`src/hdl/jdd_pkg.sv`:
```
// Shared types and constants of the joystick direction event decoder.
package jdd_pkg;

  localparam int unsigned SampleW  = 10;
  localparam int unsigned LevelW   = 11;
  localparam int unsigned DirW     = 3;
  localparam int unsigned RegSlots = 4;
  localparam int unsigned AddrW    = 5;
  localparam int unsigned DataW    = 32;

  localparam logic [SampleW-1:0] CenterVal   = 10'd512;
  localparam logic [SampleW-1:0] FullScale   = 10'd1023;
  localparam logic [SampleW-1:0] ThreshReset = 10'd150;

  typedef enum logic [DirW-1:0] {
    DIR_CENTER = 3'd0,
    DIR_UP     = 3'd1,
    DIR_DOWN   = 3'd2,
    DIR_LEFT   = 3'd3,
    DIR_RIGHT  = 3'd4
  } dir_e;

  typedef enum logic [2:0] {
    REG_DIR_THRESHOLD = 3'd0,
    REG_DEAD_ZONE     = 3'd1,
    REG_X_LEVEL_A     = 3'd2,
    REG_X_LEVEL_B     = 3'd3,
    REG_Y_LEVEL_A     = 3'd4,
    REG_Y_LEVEL_B     = 3'd5,
    REG_LEVEL_ENABLE  = 3'd6,
    REG_NONE          = 3'd7
  } reg_e;

  typedef struct packed {
    logic [SampleW-1:0]                  dir_threshold;
    logic [SampleW-1:0]                  dead_zone;
    logic [RegSlots-1:0][LevelW-1:0]     level;
    logic [RegSlots-1:0]                 level_enable;
  } cfg_t;

  // Declared from the highest field down so that y_value sits in the lowest bits.
  typedef struct packed {
    logic [RegSlots-1:0] neg_uncrossed;
    logic [RegSlots-1:0] neg_crossed;
    logic [RegSlots-1:0] pos_uncrossed;
    logic [RegSlots-1:0] pos_crossed;
    logic                moved;
    dir_e                exited_dir;
    dir_e                entered_dir;
    dir_e                direction;
    logic [SampleW-1:0]  y_value;
  } result_t;

endpackage

```
`src/hdl/jdd_regs.sv`:
```
// Configuration register file behind the APB-style port.
module jdd_regs (
  input  logic                        clk_i,
  input  logic                        rst_ni,
  input  logic                        psel_i,
  input  logic                        penable_i,
  input  logic                        pwrite_i,
  input  logic [jdd_pkg::AddrW-1:0]   paddr_i,
  input  logic [jdd_pkg::DataW-1:0]   pwdata_i,
  output logic [jdd_pkg::DataW-1:0]   prdata_o,
  output logic                        pready_o,
  output jdd_pkg::cfg_t               cfg_o
);

  jdd_pkg::cfg_t cfg_q;
  jdd_pkg::reg_e sel;
  logic          wr_en;

  assign pready_o = 1'b1;
  assign sel      = jdd_pkg::reg_e'(paddr_i[jdd_pkg::AddrW-1:2]);
  assign wr_en    = psel_i && penable_i && pwrite_i;
  assign cfg_o    = cfg_q;

  always_ff @(posedge clk_i or negedge rst_ni) begin
    if (!rst_ni) begin
      cfg_q.dir_threshold <= jdd_pkg::ThreshReset;
      cfg_q.dead_zone     <= '0;
      cfg_q.level         <= '0;
      cfg_q.level_enable  <= '0;
    end else if (wr_en) begin
      unique case (sel)
        jdd_pkg::REG_DIR_THRESHOLD:
          cfg_q.dir_threshold <= pwdata_i[jdd_pkg::SampleW-1:0];
        jdd_pkg::REG_DEAD_ZONE:
          cfg_q.dead_zone <= pwdata_i[jdd_pkg::SampleW-1:0];
        jdd_pkg::REG_X_LEVEL_A: cfg_q.level[0] <= pwdata_i[jdd_pkg::LevelW-1:0];
        jdd_pkg::REG_X_LEVEL_B: cfg_q.level[1] <= pwdata_i[jdd_pkg::LevelW-1:0];
        jdd_pkg::REG_Y_LEVEL_A: cfg_q.level[2] <= pwdata_i[jdd_pkg::LevelW-1:0];
        jdd_pkg::REG_Y_LEVEL_B: cfg_q.level[3] <= pwdata_i[jdd_pkg::LevelW-1:0];
        jdd_pkg::REG_LEVEL_ENABLE:
          cfg_q.level_enable <= pwdata_i[jdd_pkg::RegSlots-1:0];
        default: ;
      endcase
    end
  end

  always_comb begin
    prdata_o = '0;
    unique case (sel)
      jdd_pkg::REG_DIR_THRESHOLD:
        prdata_o[jdd_pkg::SampleW-1:0] = cfg_q.dir_threshold;
      jdd_pkg::REG_DEAD_ZONE:
        prdata_o[jdd_pkg::SampleW-1:0] = cfg_q.dead_zone;
      jdd_pkg::REG_X_LEVEL_A: prdata_o[jdd_pkg::LevelW-1:0] = cfg_q.level[0];
      jdd_pkg::REG_X_LEVEL_B: prdata_o[jdd_pkg::LevelW-1:0] = cfg_q.level[1];
      jdd_pkg::REG_Y_LEVEL_A: prdata_o[jdd_pkg::LevelW-1:0] = cfg_q.level[2];
      jdd_pkg::REG_Y_LEVEL_B: prdata_o[jdd_pkg::LevelW-1:0] = cfg_q.level[3];
      jdd_pkg::REG_LEVEL_ENABLE:
        prdata_o[jdd_pkg::RegSlots-1:0] = cfg_q.level_enable;
      default: prdata_o = '0;
    endcase
  end

endmodule

```
`src/hdl/jdd_eval.sv`:
```
// Combinational decode of one sample pair against the previous sample.
module jdd_eval #(
  parameter int unsigned LEVEL_SLOTS = 4
) (
  input  logic [jdd_pkg::SampleW-1:0] raw_x_i,
  input  logic [jdd_pkg::SampleW-1:0] raw_y_i,
  input  logic [jdd_pkg::SampleW-1:0] last_x_i,
  input  logic [jdd_pkg::SampleW-1:0] last_y_i,
  input  jdd_pkg::dir_e               last_dir_i,
  input  jdd_pkg::cfg_t               cfg_i,
  output jdd_pkg::result_t            result_o
);

  localparam int unsigned CmpW = jdd_pkg::LevelW + 2;

  logic [jdd_pkg::SampleW-1:0] cx, cy;
  logic signed [jdd_pkg::SampleW:0] dx, dy;
  logic [jdd_pkg::SampleW-1:0] ax, ay;
  jdd_pkg::dir_e dir;

  assign cx = raw_x_i;
  assign cy = jdd_pkg::FullScale - raw_y_i;
  assign dx = $signed({1'b0, cx}) - $signed({1'b0, jdd_pkg::CenterVal});
  assign dy = $signed({1'b0, cy}) - $signed({1'b0, jdd_pkg::CenterVal});
  // Magnitude tops out at 512, so ten bits hold it.
  assign ax = dx[jdd_pkg::SampleW] ? jdd_pkg::SampleW'(-dx) : dx[jdd_pkg::SampleW-1:0];
  assign ay = dy[jdd_pkg::SampleW] ? jdd_pkg::SampleW'(-dy) : dy[jdd_pkg::SampleW-1:0];

  always_comb begin
    if (ax < cfg_i.dir_threshold && ay < cfg_i.dir_threshold) begin
      dir = jdd_pkg::DIR_CENTER;
    end else if (ax > ay) begin
      dir = (!dx[jdd_pkg::SampleW] && dx != '0) ? jdd_pkg::DIR_RIGHT : jdd_pkg::DIR_LEFT;
    end else begin
      dir = (!dy[jdd_pkg::SampleW] && dy != '0) ? jdd_pkg::DIR_DOWN : jdd_pkg::DIR_UP;
    end
  end

  always_comb begin
    logic signed [CmpW-1:0] lvl, nlvl, pv, cv;
    logic pp, cp, pn, cn;
    result_o             = '0;
    result_o.y_value     = cy;
    result_o.direction   = dir;
    result_o.entered_dir = jdd_pkg::DIR_CENTER;
    result_o.exited_dir  = jdd_pkg::DIR_CENTER;
    if (dir != last_dir_i) begin
      result_o.entered_dir = dir;
      result_o.exited_dir  = last_dir_i;
    end
    result_o.moved = (ax > cfg_i.dead_zone) || (ay > cfg_i.dead_zone);
    for (int i = 0; i < jdd_pkg::RegSlots; i++) begin
      lvl  = CmpW'($signed(cfg_i.level[i]));
      nlvl = -lvl;
      // Slots zero and one watch X, the rest watch inverted Y.
      pv   = (i < 2) ? $signed(CmpW'(last_x_i)) : $signed(CmpW'(last_y_i));
      cv   = (i < 2) ? $signed(CmpW'(cx)) : $signed(CmpW'(cy));
      pp   = pv >= lvl;
      cp   = cv >= lvl;
      pn   = pv <= nlvl;
      cn   = cv <= nlvl;
      if (i < LEVEL_SLOTS && cfg_i.level_enable[i]) begin
        result_o.pos_crossed[i]   = !pp && cp;
        result_o.pos_uncrossed[i] = pp && !cp;
        result_o.neg_crossed[i]   = !pn && cn;
        result_o.neg_uncrossed[i] = pn && !cn;
      end
    end
  end

endmodule

```
`src/hdl/joystick_direction_event_decoder.sv`:
```
// Top level: input register, decode, result register and previous-sample state.
// An accepted item is held in the input register, decoded from there, and presented on the
// output once it moves into the result register, where it stays until taken.
// Throughput: one item per cycle unless the output stalls; the input and result registers
// form a two-stage pipeline that advances whenever the result register is empty or taken.
// The previous X, Y and direction update as an item moves into the result register.
// Reset (rst_ni low, asynchronous): both stages empty, previous X and Y at 512,
// previous direction center, threshold 150, dead zone, levels and enables zero.
module joystick_direction_event_decoder #(
  parameter int unsigned LEVEL_SLOTS = 4
) (
  input  logic                        clk_i,
  input  logic                        rst_ni,
  // Sample items in.
  input  logic                        s_axis_tvalid_i,
  output logic                        s_axis_tready_o,
  // tdata: raw_x[9:0], raw_y[19:10], zero[23:20]
  input  logic [23:0]                 s_axis_tdata_i,
  // Result items out.
  output logic                        m_axis_tvalid_o,
  input  logic                        m_axis_tready_i,
  // tdata: y_value[9:0], direction[12:10], entered_dir[15:13], exited_dir[18:16],
  //        moved[19], pos_crossed[23:20], pos_uncrossed[27:24], neg_crossed[31:28],
  //        neg_uncrossed[35:32], zero[39:36]
  output logic [39:0]                 m_axis_tdata_o,
  // Configuration port.
  input  logic                        psel_i,
  input  logic                        penable_i,
  input  logic                        pwrite_i,
  input  logic [jdd_pkg::AddrW-1:0]   paddr_i,
  input  logic [jdd_pkg::DataW-1:0]   pwdata_i,
  output logic [jdd_pkg::DataW-1:0]   prdata_o,
  output logic                        pready_o
);

  jdd_pkg::cfg_t    cfg;
  jdd_pkg::result_t result;

  logic                        in_valid_q;
  logic [jdd_pkg::SampleW-1:0] in_x_q, in_y_q;
  logic                        out_valid_q;
  jdd_pkg::result_t            out_q;
  logic [jdd_pkg::SampleW-1:0] last_x_q, last_y_q;
  jdd_pkg::dir_e               last_dir_q;

  logic out_free, advance, accept;

  // Result register frees up when empty or being drained this cycle.
  assign out_free        = !out_valid_q || m_axis_tready_i;
  assign advance         = in_valid_q && out_free;
  assign s_axis_tready_o = !in_valid_q || out_free;
  assign accept          = s_axis_tvalid_i && s_axis_tready_o;

  jdd_regs u_regs (
    .clk_i     (clk_i),
    .rst_ni    (rst_ni),
    .psel_i    (psel_i),
    .penable_i (penable_i),
    .pwrite_i  (pwrite_i),
    .paddr_i   (paddr_i),
    .pwdata_i  (pwdata_i),
    .prdata_o  (prdata_o),
    .pready_o  (pready_o),
    .cfg_o     (cfg)
  );

  jdd_eval #(
    .LEVEL_SLOTS (LEVEL_SLOTS)
  ) u_eval (
    .raw_x_i    (in_x_q),
    .raw_y_i    (in_y_q),
    .last_x_i   (last_x_q),
    .last_y_i   (last_y_q),
    .last_dir_i (last_dir_q),
    .cfg_i      (cfg),
    .result_o   (result)
  );

  // Control: stage valid flags and previous-sample state.
  always_ff @(posedge clk_i or negedge rst_ni) begin
    if (!rst_ni) begin
      in_valid_q  <= 1'b0;
      out_valid_q <= 1'b0;
      last_x_q    <= jdd_pkg::CenterVal;
      last_y_q    <= jdd_pkg::CenterVal;
      last_dir_q  <= jdd_pkg::DIR_CENTER;
    end else begin
      if (s_axis_tready_o) begin
        in_valid_q <= s_axis_tvalid_i;
      end
      if (out_free) begin
        out_valid_q <= in_valid_q;
      end
      // Commit the sample as its result enters the output register.
      if (advance) begin
        last_x_q   <= in_x_q;
        last_y_q   <= jdd_pkg::FullScale - in_y_q;
        last_dir_q <= result.direction;
      end
    end
  end

  // Payload: capture on accept, hold while stalled.
  always_ff @(posedge clk_i) begin
    if (accept) begin
      in_x_q <= s_axis_tdata_i[jdd_pkg::SampleW-1:0];
      in_y_q <= s_axis_tdata_i[2*jdd_pkg::SampleW-1:jdd_pkg::SampleW];
    end
    if (advance) begin
      out_q <= result;
    end
  end

  assign m_axis_tvalid_o = out_valid_q;
  assign m_axis_tdata_o  = {4'b0000, out_q};

endmodule

```
`config.mk`:
```
export PLATFORM = sky130hd
export DESIGN_NAME = joystick_direction_event_decoder
export DESIGN_NICKNAME = d
export VERILOG_FILES = /design/src/hdl/jdd_pkg.sv /design/src/hdl/jdd_regs.sv /design/src/hdl/jdd_eval.sv /design/src/hdl/joystick_direction_event_decoder.sv
export SDC_FILE = /design/constraint.sdc
export NUM_CORES = 1
export LEC_CHECK = 0
export BUFFER_PORTS_ARGS = -buffer_cell sky130_fd_sc_hd__buf_2
export CORE_MARGIN = 1.5
export CORE_UTILIZATION = 47
export DETAILED_ROUTE_END_ITERATION = 16
export PLACE_DENSITY_LB_ADDON = 0.3
export SKIP_CTS_REPAIR_TIMING = 1
export SLEW_MARGIN = 20
export SYNTH_ARGS = -nofsm -noshare
export SYNTH_HDL_FRONTEND = slang
export SYNTH_SLANG_ARGS = --single-unit
```
`constraint.sdc`:
```
create_clock -name clk_i -period 4.5 [get_ports clk_i]
set_input_delay 0.45 -clock clk_i [delete_from_list [all_inputs] [get_ports clk_i]]
set_output_delay 0.45 -clock clk_i [all_outputs]
set_load 0.02 [all_outputs]
```
## After elaboration in Yosys (flattened, before gate mapping)

Index checks and enable logic that the tools add are counted.

- Register bits: 149
- Logic and storage cells: 137

- Eq/ne operators: 7
- Mux-type cells: 9
- Add/subtract/negate cells: 9
- Reductions and logical operators: 56
- Magnitude comparators: 21

Operators by type and width:

| operator | number |
|---|---|
| $le 11x13->1 | 8 |
| $ge 11x11->1 | 8 |
| $neg 11->13 | 4 |
| $pmux 6 s6 | 1 |
| $gt 10x10->1 | 3 |
| $pmux 4 s7 | 1 |
| $logic_and 1x1->1 | 23 |
| $reduce_bool 11->1 | 2 |
| $sub 10x10->11 const B | 2 |
| $logic_not 1->1 | 20 |
| $lt 10x10->1 | 2 |
| $mux 10 | 2 |
| $neg 10->10 | 2 |
| $reduce_and 2->1 | 7 |
| $sub 10x10->10 const A | 1 |
| $eq 3x3->1 const B | 3 |
| $mux 3 | 3 |
| $eq 3x2->1 const B | 2 |
| $pmux 1 s4 | 1 |
| $eq 3x1->1 const B | 1 |
| $logic_not 3->1 | 1 |
| $logic_or 1x1->1 | 3 |
| $ne 3x3->1 | 1 |
| $mux 2 | 1 |

## Depth between registers and ports, before layout

Gate-level depths: netlist of run 1.

- Word-level depth: 8
- Depth in mapped cells: 14

## Modules after synthesis

From an unflattened synthesis of run 1, not the netlist that was laid out.

- Cells, all modules: 1167
- Area, all modules: 12112.9 um^2

By module, submodules not included:

| module | times used | area an instance (um^2) | cells each | seq. area each (um^2) |
|---|---|---|---|---|
| jdd_eval | 1 | 6022.0 | 790 | 0.0 |
| jdd_regs | 1 | 3353.2 | 250 | 1706.6 |
| joystick_direction_event_decoder | 1 | 2737.6 | 127 | 2309.7 |

## Worst setup path before layout of run 1

Ideal clock, no wire load.

- Path kind: reg-to-reg
- From: register in_x_q[0] in the netlist's numbering
- To: register out_q (netlist bit m_axis_tdata_o[16]) (data pin)
- Setup slack: 1316 ps
- Data arrival time: 2920 ps
- Path buffers: 1
- Cell stages (with the launch flop): 15
- Cells stage by stage: edfxtp_1 > inv_1 > ha_1 > nand2_1 > nor3_1 > a21oi_1 > xor2_1 > ha_1 > nand4_1 > a211oi_1 > a2111oi_2 > a31oi_4 > and2_4 > buf_6 > o41a_1

- Cells in the longest elaborated chain, start to end: 7
- Elaborated cells between the ends (all ways): 13

Ends and longest elaborated chain:

| what | line | source |
|---|---|---|
| start: declaration | joystick_direction_event_decoder.sv:40 | `logic [jdd_pkg::SampleW-1:0] in_x_q, in_y_q;` |
| start signal: assignment | joystick_direction_event_decoder.sv:106 | `in_x_q <= s_axis_tdata_i[jdd_pkg::SampleW-1:0];` |
| $sub 10x10->11 * | jdd_eval.sv:23 | `assign dx = $signed({1'b0, cx}) - $signed({1'b0, jdd_pkg::CenterVal});` |
| $neg 10->10 (tied with other cells) | jdd_eval.sv:26 | `assign ax = dx[jdd_pkg::SampleW] ? jdd_pkg::SampleW'(-dx) : dx[jdd_pkg::SampleW-1:0];` |
| $mux 10 / $logic_and 1x1->1 (equally long branches) | jdd_eval.sv:26, jdd_eval.sv:33 |  |
| $gt 10x10->1 (tied with other cells) | jdd_eval.sv:32 | `end else if (ax > ay) begin` |
| $mux 3 / $logic_and 1x1->1 (equally long branches) | jdd_eval.sv:32, jdd_eval.sv:30 |  |
| $mux 3 * | jdd_eval.sv:30 | `if (ax < cfg_i.dir_threshold && ay < cfg_i.dir_threshold) begin` |
| $ne 3x3->1 * | jdd_eval.sv:47 | `if (dir != last_dir_i) begin` |
| end signal: assignment | joystick_direction_event_decoder.sv:110 | `out_q <= result;` |
| end: declaration | joystick_direction_event_decoder.sv:42 | `jdd_pkg::result_t out_q;` |

Every way passes the cells marked *; elsewhere a longest branch is shown, timed or not.
A chain may end at the register's enable or synchronous reset.

==> results of run 1 <==
==> cell usage in the layout (no fill, tap or decap), drive strengths merged, types with 9 or more instances in the layout <==
master / count
nor3: 18
ha: 206
nand2b: 14
nor2b: 20
dfrtp: 87
o21a: 14
a21oi: 38
xor2: 10
nand2: 106
nor2: 50
mux2i: 13
buf: 96
inv: 104
edfxtp: 56
nand4: 22
nor4: 13
a21o: 37
o21ai: 97
clkbuf: 17
conb: 26
a2111oi: 9
nand3: 22
xnor2: 36
mux2: 38
a211oi: 20
and3: 9
==> synthesized netlist by cell type (12+ instances only) <==
| cell | number | area share (%) |
|---|---|---|
| a211oi_1 | 20 | 1.3 |
| a21o_1 | 37 | 2.4 |
| a21oi_1 | 37 | 1.6 |
| buf_4 | 27 | 1.7 |
| clkbuf_1 | 28 | 0.89 |
| dfrtp_1 | 87 | 18 |
| edfxtp_1 | 56 | 14 |
| ha_1 | 206 | 22 |
| inv_1 | 102 | 3.2 |
| mux2_2 | 38 | 3.6 |
| mux2i_1 | 13 | 1.1 |
| nand2_1 | 106 | 3.4 |
| nand2b_1 | 14 | 0.74 |
| nand3_1 | 22 | 0.93 |
| nand4_1 | 22 | 1.2 |
| nor2_1 | 50 | 1.6 |
| nor2b_1 | 20 | 1.1 |
| nor3_1 | 18 | 0.76 |
| nor4_1 | 12 | 0.64 |
| o21a_1 | 14 | 0.89 |
| o21ai_0 | 95 | 4.0 |
| xnor2_1 | 36 | 2.7 |
==> routing by layer <==
layer	vias up	part of all wire [%]	global-route usage [%]
li1	4573	-	-
met1	4595	44	34.13
met2	259	48	43.64
met3	71	4.5	3.852
met4	0	3.3	9.596
met5	-	0	0
==> sequential cells by signal, summed over array words and instances, names as in the netlist <==
signal           count
m_axis_tvalid_o      1
last_x_q            10
m_axis_tdata_o      36
in_y_q              10
last_dir_q           3
in_valid_q           1
u_regs.cfg_o        68
last_y_q            10
in_x_q              10
==> through the flow <==
step / cell area [um^2] / cells
after detailed placement: 12480 / 1597
after global routing: 13140 / 1629
after floorplan: 11890 / 1235
after CTS: 13130 / 1629
final: 13140 / 1629
after global placement: 12480 / 1597
==> cell families (layout without fill, tap and decap cells) <==
logic type	count (synthesis)	count (layout)	share of synthesized area, %
xor+xnor	46	46	3.415
fa+ha+maj	206	206	21.85
other cells	2	26	0.06365
buf+inv	160	230	6.023
compound gates	290	290	16.44
simple gates	304	304	12.87
flops	149	149	34.04
mux	54	54	5.302
==> final cells by class <==
cell class / instances / area (um^2) / share of cell area [%]
Multi-Input combinational cell: 926 / 7184 / 54.67
Sequential cell: 149 / 4016 / 30.56
Timing Repair Buffer: 96 / 500.5 / 3.808
Clock buffer: 17 / 425.4 / 3.237
Tap cell: 324 / 405.4 / 3.085
Inverter: 102 / 382.9 / 2.913
Clock inverter: 15 / 226.5 / 1.723
==> power by group through the flow <==
stage	combinational, mW	sequential [mW]	clock (mW)
6_report	2.31	1.98	1.59
5_1_grt	2.63	2.00	1.68
4_1_cts	2.30	1.97	1.62
3_5_place_dp	2.27	2.00	0
3_3_place_gp	2.19	1.99	0
2_1_floorplan	1.68	1.90	0
==> path summary, 6_finish.rpt <==
check,endpoint,slack (ns),depth (start not counted),start
worst max-delay path,m_axis_tdata_o[11]$_DFFE_PP_,0.73,10,in_y_q[0]$_DFFE_PP_
worst max register to register,m_axis_tdata_o[11]$_DFFE_PP_,0.73,10,in_y_q[0]$_DFFE_PP_
min in group clk_i,in_y_q[1]$_DFFE_PP_,0.18,1,s_axis_tdata_i[11]
worst min register to register,last_y_q[0]$_DFFE_PN0P_,0.48,2,last_y_q[0]$_DFFE_PN0P_
max in group asynchronous,u_regs.cfg_o[65]$_DFFE_PN1P_,3.37,2,rst_ni
worst min-delay path,in_valid_q$_DFFE_PN0N_,0.12,1,rst_ni
==> reports/summary.txt, run 1 <==
drt first pass iters -> 6
status -> complete, no violations
Final Cycle Share -> 83.70%
via-per-instance ratio -> 5.831
CP Buf/Inv Count -> 1
post-synthesis register bit count -> 149
maximum clock path buffer count -> 2
DIE WIDTH -> 161.4 um
Die Ht -> 161.4 um
Site Rows -> 57
internal power -> 3.623 mW
critical path fanouts, max -> 12
1st-iter DRT viols -> 623
Setup Total Neg Slack -> 0 ns
DP HPWL -> 25,080 um
Final Setup Violations -> 0
area of the mapped netlist -> 11,800 um^2
die area -> 26,060 um^2
Post-synth ARST share -> 62.42%
P_sw -> 2.258 mW
post-layout power -> 5.881 mW
Wirelength per Cell -> 20.16 um
pin count of the biggest net entering global routing -> 70
Max VDD drop -> 0.0002243 V
number of diodes -> 0
Sw Ratio -> 38.39%
Initial Util -> 48.23%
CP cell instances -> nand3_1 > or4_1 > inv_1 > ha_1 > and3_1 > a22o_1 > a2111oi_0 > o21ai_1 > a31oi_2 > nor3_1
Vias -> 9,498
Critical Path RT -> 4.65 ns
synth unique cells -> 72
Clock Power Share -> 27.1%
CTS root buffer -> clkbuf_16
GRT overflow -> 0
H-tree depth reported by CTS -> 4
Post-DRT Antenna Nets -> 0
vias in the first global route -> 9,292
Setup Slack @ Placement -> 0.7711 ns
Yosys warning count -> 0
Total Wirelength -> 32,840 um
combinational share of power -> 39.3%
fmax -> 265.5 MHz
Worst-Margin Slew -> 1.011 ns
EDFF count, synth -> 56
Crit Path Class -> flop to flop
Area growth, synth to finish -> 11.38%
Slew Limit Fails -> 0
clk sink count -> 149
sequential share of power -> 33.6%
Layout Nets -> 1,566
total CTS buffers -> 17
PnR worst setup slack -> 0.7334 ns
Worst setup EP type -> flop
Top Family by Delay on Critical Path -> compound AO/OA/AOI/OAI gates
relative slew slack -> 32.62%
Primary FF master, synth -> dfrtp_1
number of port buffers -> 89
Arr. time, crit path -> 3.92 ns
clk_skew -> 0.01263 ns
power density over the cells -> 447.5 nW/um^2
Layout fillers -> 2,219
Syn Inst Count -> 1,211
Hold Path Class -> input pin to async pin
register area share after synthesis -> 34.04%
DR DRC count -> 0
P_leak -> 6.106 nW
clk_lat worst skew -> 0.44 ns
total of max-cap violations -> 0
total track usage -> 26.07%
Fin. Hold Viols -> 0
post-route minimum period -> 3.767 ns
hold slack final -> 0.1186 ns
crit start category -> flop
CTS tree -> done
GP Congestion -> 0.9005
IO Pins -> 143
share of cells above drive strength 1 -> 14.48%
Worst path max stage delay -> 0.63 ns
slowest CP cell -> or4_1
Core Region -> 24,460 um^2
initial antenna violation count -> 0
Mapped Avg Cell Area -> 9.743 um^2
global-route wire length before repair -> 51,870 um
clk slew on worst S/H paths -> 0.07 ns
RSZ-0062 raised after global routing -> false
Final Core Density -> 53.72%
Note: power is estimated with default switching activity, not from simulation.
==> run 2, diff against run 1 <==
clock period = 3.36 ns   (was 4.5 ns; I/O delays follow)
==> reports/summary.txt, run 2 (synthesis gave the netlist of run 1 again) <==
status -> complete, no violations
1st-iter DRT viols -> 536
Final Setup Violations -> 0
die area -> 26,060 um^2
via-per-instance ratio -> 5.829
Vias -> 9,723
total of max-cap violations -> 0
most common cell after layout, fill and taps aside -> ha_1
clk slew on worst S/H paths -> 0.07 ns
DP Area -> 12,710 um^2
final std cells w/o fill -> 1,668
Area growth, synth to finish -> 14.22%
share of cells above drive strength 1 -> 17.78%
CTS tree -> done
hold slack final -> 0.01474 ns
IO Pins -> 143
Total Wirelength -> 33,550 um
GRT overflow -> 0
CP cell instances -> nand3_1 > o31ai_1 > xnor2_1 > inv_1 > ha_1 > a21oi_2 > o21ai_1 > a2111oi_4 > a31oi_4 > buf_4 > mux2i_1 > o41a_1
Max VDD drop -> 0.0002725 V
Final Cycle Share -> 96.30%
relative slew slack -> 33.66%
Crit Path Class -> flop to flop
pin count of the biggest net entering global routing -> 67
Worst setup EP type -> flop
maximum clock path buffer count -> 2
Wirelength per Cell -> 20.11 um
P_leak -> 6.301 nW
clk sink count -> 149
post-route minimum period -> 3.236 ns
Worst-Margin Slew -> 0.9950 ns
Critical Path RT -> 3.54 ns
Fin. Hold Viols -> 0
H-tree depth reported by CTS -> 4
Post-DRT Antenna Nets -> 0
DIE WIDTH -> 161.4 um
number of port buffers -> 89
Arr. time, crit path -> 3.42 ns
Hold Path Class -> input pin to async pin
CTS root buffer -> clkbuf_16
critical path fanouts, max -> 5
Die Ht -> 161.4 um
Core Region -> 24,460 um^2
Initial Util -> 48.23%
most frequent cells in the layout -> ha_1 (206), nand2_1 (106), inv_1 (101)
GP Congestion -> 0.9242
vias in the first global route -> 9,369
fmax -> 309.0 MHz
total CTS buffers -> 17
DP HPWL -> 25,760 um
drt first pass iters -> 5
clk_skew -> 0.01525 ns
Slew Limit Fails -> 0
Layout Nets -> 1,605
post-layout power -> 7.882 mW
power density over the cells -> 584.8 nW/um^2
Worst path max stage delay -> 0.42 ns
global-route wire length before repair -> 51,640 um
number of diodes -> 0
dpl cells -> 1,627
slowest CP cell -> edfxtp_1
Site Rows -> 57
post-route design area -> 13,480 um^2
clk_lat worst skew -> 0.43 ns
crit start category -> flop
initial antenna violation count -> 0
max reg flops -> 68
total track usage -> 26.03%
DR DRC count -> 0
## run 2: layout make-up
cell class	count	area, um^2
Fill cell	2210	10990
Multi-Input combinational cell	926	7252
Sequential cell	149	4016
Timing Repair Buffer	135	805.8
Clock buffer	19	432.9
Tap cell	324	405.4
Inverter	102	382.9
Clock inverter	13	181.4
## run 2: per-layer routing
layer / global-route usage (%) / vias to the layer above / wire length, um
met5: 0 / - / 0
met4: 13.89 / 0 / 1679
met3: 3.338 / 88 / 1774
met2: 42.37 / 322 / 15590
met1: 33.72 / 4652 / 14500
li1: - / 4661 / -
## run 2: stage by stage
stage	utilization (%)	setup WS (ns)	TNS, ns
final	55.09	0.1243	0
after CTS	54.49	0.03676	0
after detailed placement	51.98	0.06103	0
after global routing	55.09	-0.02334	-0.07694
after floorplan	-	0.1762	0
after global placement	51.98	0.1327	0
## run 2: power by group
group	internal, mW	total (mW)	switching, mW
Sequential	2.23	2.64	0.412
Combinational	1.38	3.21	1.83
Clock	1.24	2.03	0.792
Total	4.84	7.88	3.04
## run 2: worst paths after layout
path                                              start                               end  slack [ns]  cells after the start
worst max register to register      in_y_q[2]$_DFFE_PP_  m_axis_tdata_o[17]$_SDFFCE_PN0P_        0.12                     12
worst max-delay path                in_y_q[2]$_DFFE_PP_  m_axis_tdata_o[17]$_SDFFCE_PN0P_        0.12                     12
worst min-delay path                             rst_ni       m_axis_tvalid_o$_DFFE_PN0P_        0.01                      1
max in group asynchronous                        rst_ni      u_regs.cfg_o[65]$_DFFE_PN1P_        2.49                      2
min in group clk_i                    s_axis_tdata_i[3]               in_x_q[3]$_DFFE_PP_        0.08                      1
worst min register to register  last_y_q[0]$_DFFE_PN0P_           last_y_q[0]$_DFFE_PN0P_        0.49                      2
## run 2: worst max-delay path: cells and delay by family (launching register included)
kind            cells  cell delay (ns)
flops               1             0.42
buf+inv             2             0.27
fa+ha+maj           1             0.33
compound gates      6             1.39
simple gates        1             0.18
mux                 1             0.11
xor+xnor            1             0.28
==> run 3, diff against run 2 <==
RECOVER_POWER = 25   (was not set)
SETUP_SLACK_MARGIN = 0.4   (was not set)
==> reports/summary.txt, run 3 (synthesis gave the netlist of run 1 again) <==
die area -> 26,060 um^2
critical path startpoint -> in_y_q[0]$_DFFE_PP_
H-tree depth reported by CTS -> 4
initial antenna violation count -> 0
number of port buffers -> 89
Final Setup Violations -> 0
Max VDD drop -> 0.0003163 V
clk sink count -> 149
Die Ht -> 161.4 um
Setup Total Neg Slack -> 0 ns
relative slew slack -> -41.19%
total track usage -> 25.89%
clk_lat worst skew -> 0.43 ns
CP cell instances -> buf_4 > nand3_2 > or4_4 > buf_4 > ha_1 > nand4_1 > a211oi_2 > a2111oi_4 > a31oi_4 > nand2_2 > o41a_1
Wirelength per Cell -> 20.09 um
1st-iter DRT viols -> 677
DIE WIDTH -> 161.4 um
Fin. Hold Viols -> 0
clk slew on worst S/H paths -> 0.06 ns
worst r2r path cells -> 11
Initial Util -> 48.23%
Critical Path RT -> 3.54 ns
RSZ-0062 raised after global routing -> true
post-route minimum period -> 3.227 ns
setup slack, reg-to-reg -> 0.13 ns
Hold Path Class -> input pin to flop
Crit Path Class -> flop to flop
CP Buf/Inv Count -> 2
Final Core Density -> 57.36%
vias in the first global route -> 9,382
slowest CP cell -> or4_4
Critical R2R Launch -> in_y_q[0]$_DFFE_PP_
pin count of the biggest net entering global routing -> 81
Post-DRT Antenna Nets -> 0
Core Region -> 24,460 um^2
share of cells above drive strength 1 -> 22.58%
reg-to-reg critical path endpoint -> m_axis_tdata_o[18]$_SDFFCE_PN0P_
failing checks -> capacitance limit, slew limit
status -> complete, but fails checks
via-per-instance ratio -> 5.827
DP HPWL -> 25,290 um
DR DRC count -> 0
Slew Limit Fails -> 81
Area growth, synth to finish -> 18.93%
clk_skew -> 0.008498 ns
Worst setup EP type -> flop
Most common cell on crit path -> buf_4
Total Wirelength -> 33,920 um
global-route wire length before repair -> 51,980 um
Site Rows -> 57
CTS root buffer -> clkbuf_16
Setup crit end -> m_axis_tdata_o[18]$_SDFFCE_PN0P_
GRT overflow -> 0
crit start category -> flop
Vias -> 9,836
Worst-Margin Slew -> 2.118 ns
CTS tree -> done
Final Cycle Share -> 96.03%
Worst path max stage delay -> 0.59 ns
most common cell after layout, fill and taps aside -> ha_1
IO Pins -> 143
P_leak -> 6.475 nW
Arr. time, crit path -> 3.41 ns
total of max-cap violations -> 1
Critical Path Stages -> 11
critical path fanouts, max -> 7
drt first pass iters -> 6
total CTS buffers -> 17
GP Congestion -> 0.9217
fmax -> 309.9 MHz
max reg flops -> 68
most frequent cells in the layout -> ha_1 (202), nand2_1 (102), inv_1 (96)
number of diodes -> 0
Top Family by Delay on Critical Path -> simple AND/OR/NAND/NOR gates
maximum clock path buffer count -> 2
Layout Nets -> 1,625
power density over the cells -> 587.1 nW/um^2
## run 3: per-layer routing
| layer | vias up | wire length [um] | GRT usage [%] | share of wire, % |
|---|---|---|---|---|
| met5 | - | 0 | 0 | 0 |
| li1 | 4703 | - | - | - |
| met2 | 301 | 16360 | 43.25 | 48 |
| met3 | 71 | 1574 | 3.313 | 4.6 |
| met4 | 0 | 1023 | 9.049 | 3.0 |
| met1 | 4761 | 14960 | 34.49 | 44 |
## run 3: through the flow
stage | setup slack [ns] | area, um^2 | power (mW) | instances | hold slack, ns
after detailed placement | 0.09501 | 12760 | 5.756 | 1626 | 0.4736
after CTS | 0.08990 | 13410 | 7.937 | 1658 | 0.06357
after global routing | 0.02662 | 14030 | 8.787 | 1688 | 0.06011
after global placement | 0.2011 | 12760 | 5.643 | 1626 | 0.4666
after floorplan | 0.3602 | 11940 | 4.809 | 1235 | 0.04041
final | 0.1333 | 14030 | 8.239 | 1688 | 0.07702
## run 3: final cells by class
cell class | count | area, um^2
Fill cell | 2150 | 10430
Multi-Input combinational cell | 926 | 7612
Sequential cell | 149 | 4020
Timing Repair Buffer | 155 | 957.2
Clock buffer | 20 | 446.7
Tap cell | 324 | 405.4
Inverter | 102 | 382.9
Clock inverter | 12 | 207.7
## run 3: worst reg2reg max path, cell delays in order (launching register included)
cell	delay [ns]
edfxtp_1	0.38
buf_4	0.13
nand3_2	0.11
or4_4	0.59
buf_4	0.16
ha_1	0.29
nand4_1	0.18
a211oi_2	0.32
a2111oi_4	0.07
a31oi_4	0.30
nand2_2	0.13
o41a_1	0.32
## run 3: worst min path at each step
| stage | startpoint | to | slack [ns] | cells after the start |
|---|---|---|---|---|
| 3_5_place_dp | last_x_q[0]$_DFFE_PN0P_ | last_x_q[0]$_DFFE_PN0P_ | 0.47 | 2 |
| 4_1_cts | s_axis_tdata_i[7] | in_x_q[7]$_DFFE_PP_ | 0.06 | 1 |
| 2_1_floorplan | rst_ni | in_valid_q$_DFFE_PN0N_ | 0.04 | 0 |
| 5_1_grt | s_axis_tdata_i[7] | in_x_q[7]$_DFFE_PP_ | 0.06 | 1 |
| 3_3_place_gp | last_x_q[0]$_DFFE_PN0P_ | last_x_q[0]$_DFFE_PN0P_ | 0.47 | 2 |
| 6_report | s_axis_tdata_i[7] | in_x_q[7]$_DFFE_PP_ | 0.08 | 1 |
## run 3: report_power, final
part	switching, mW	internal, mW	total, mW	leakage, nW
combinational	1.94	1.49	3.43	4.52
sequential	0.416	2.23	2.64	1.64
clock	0.766	1.40	2.17	0.314
total	3.12	5.12	8.24	6.48
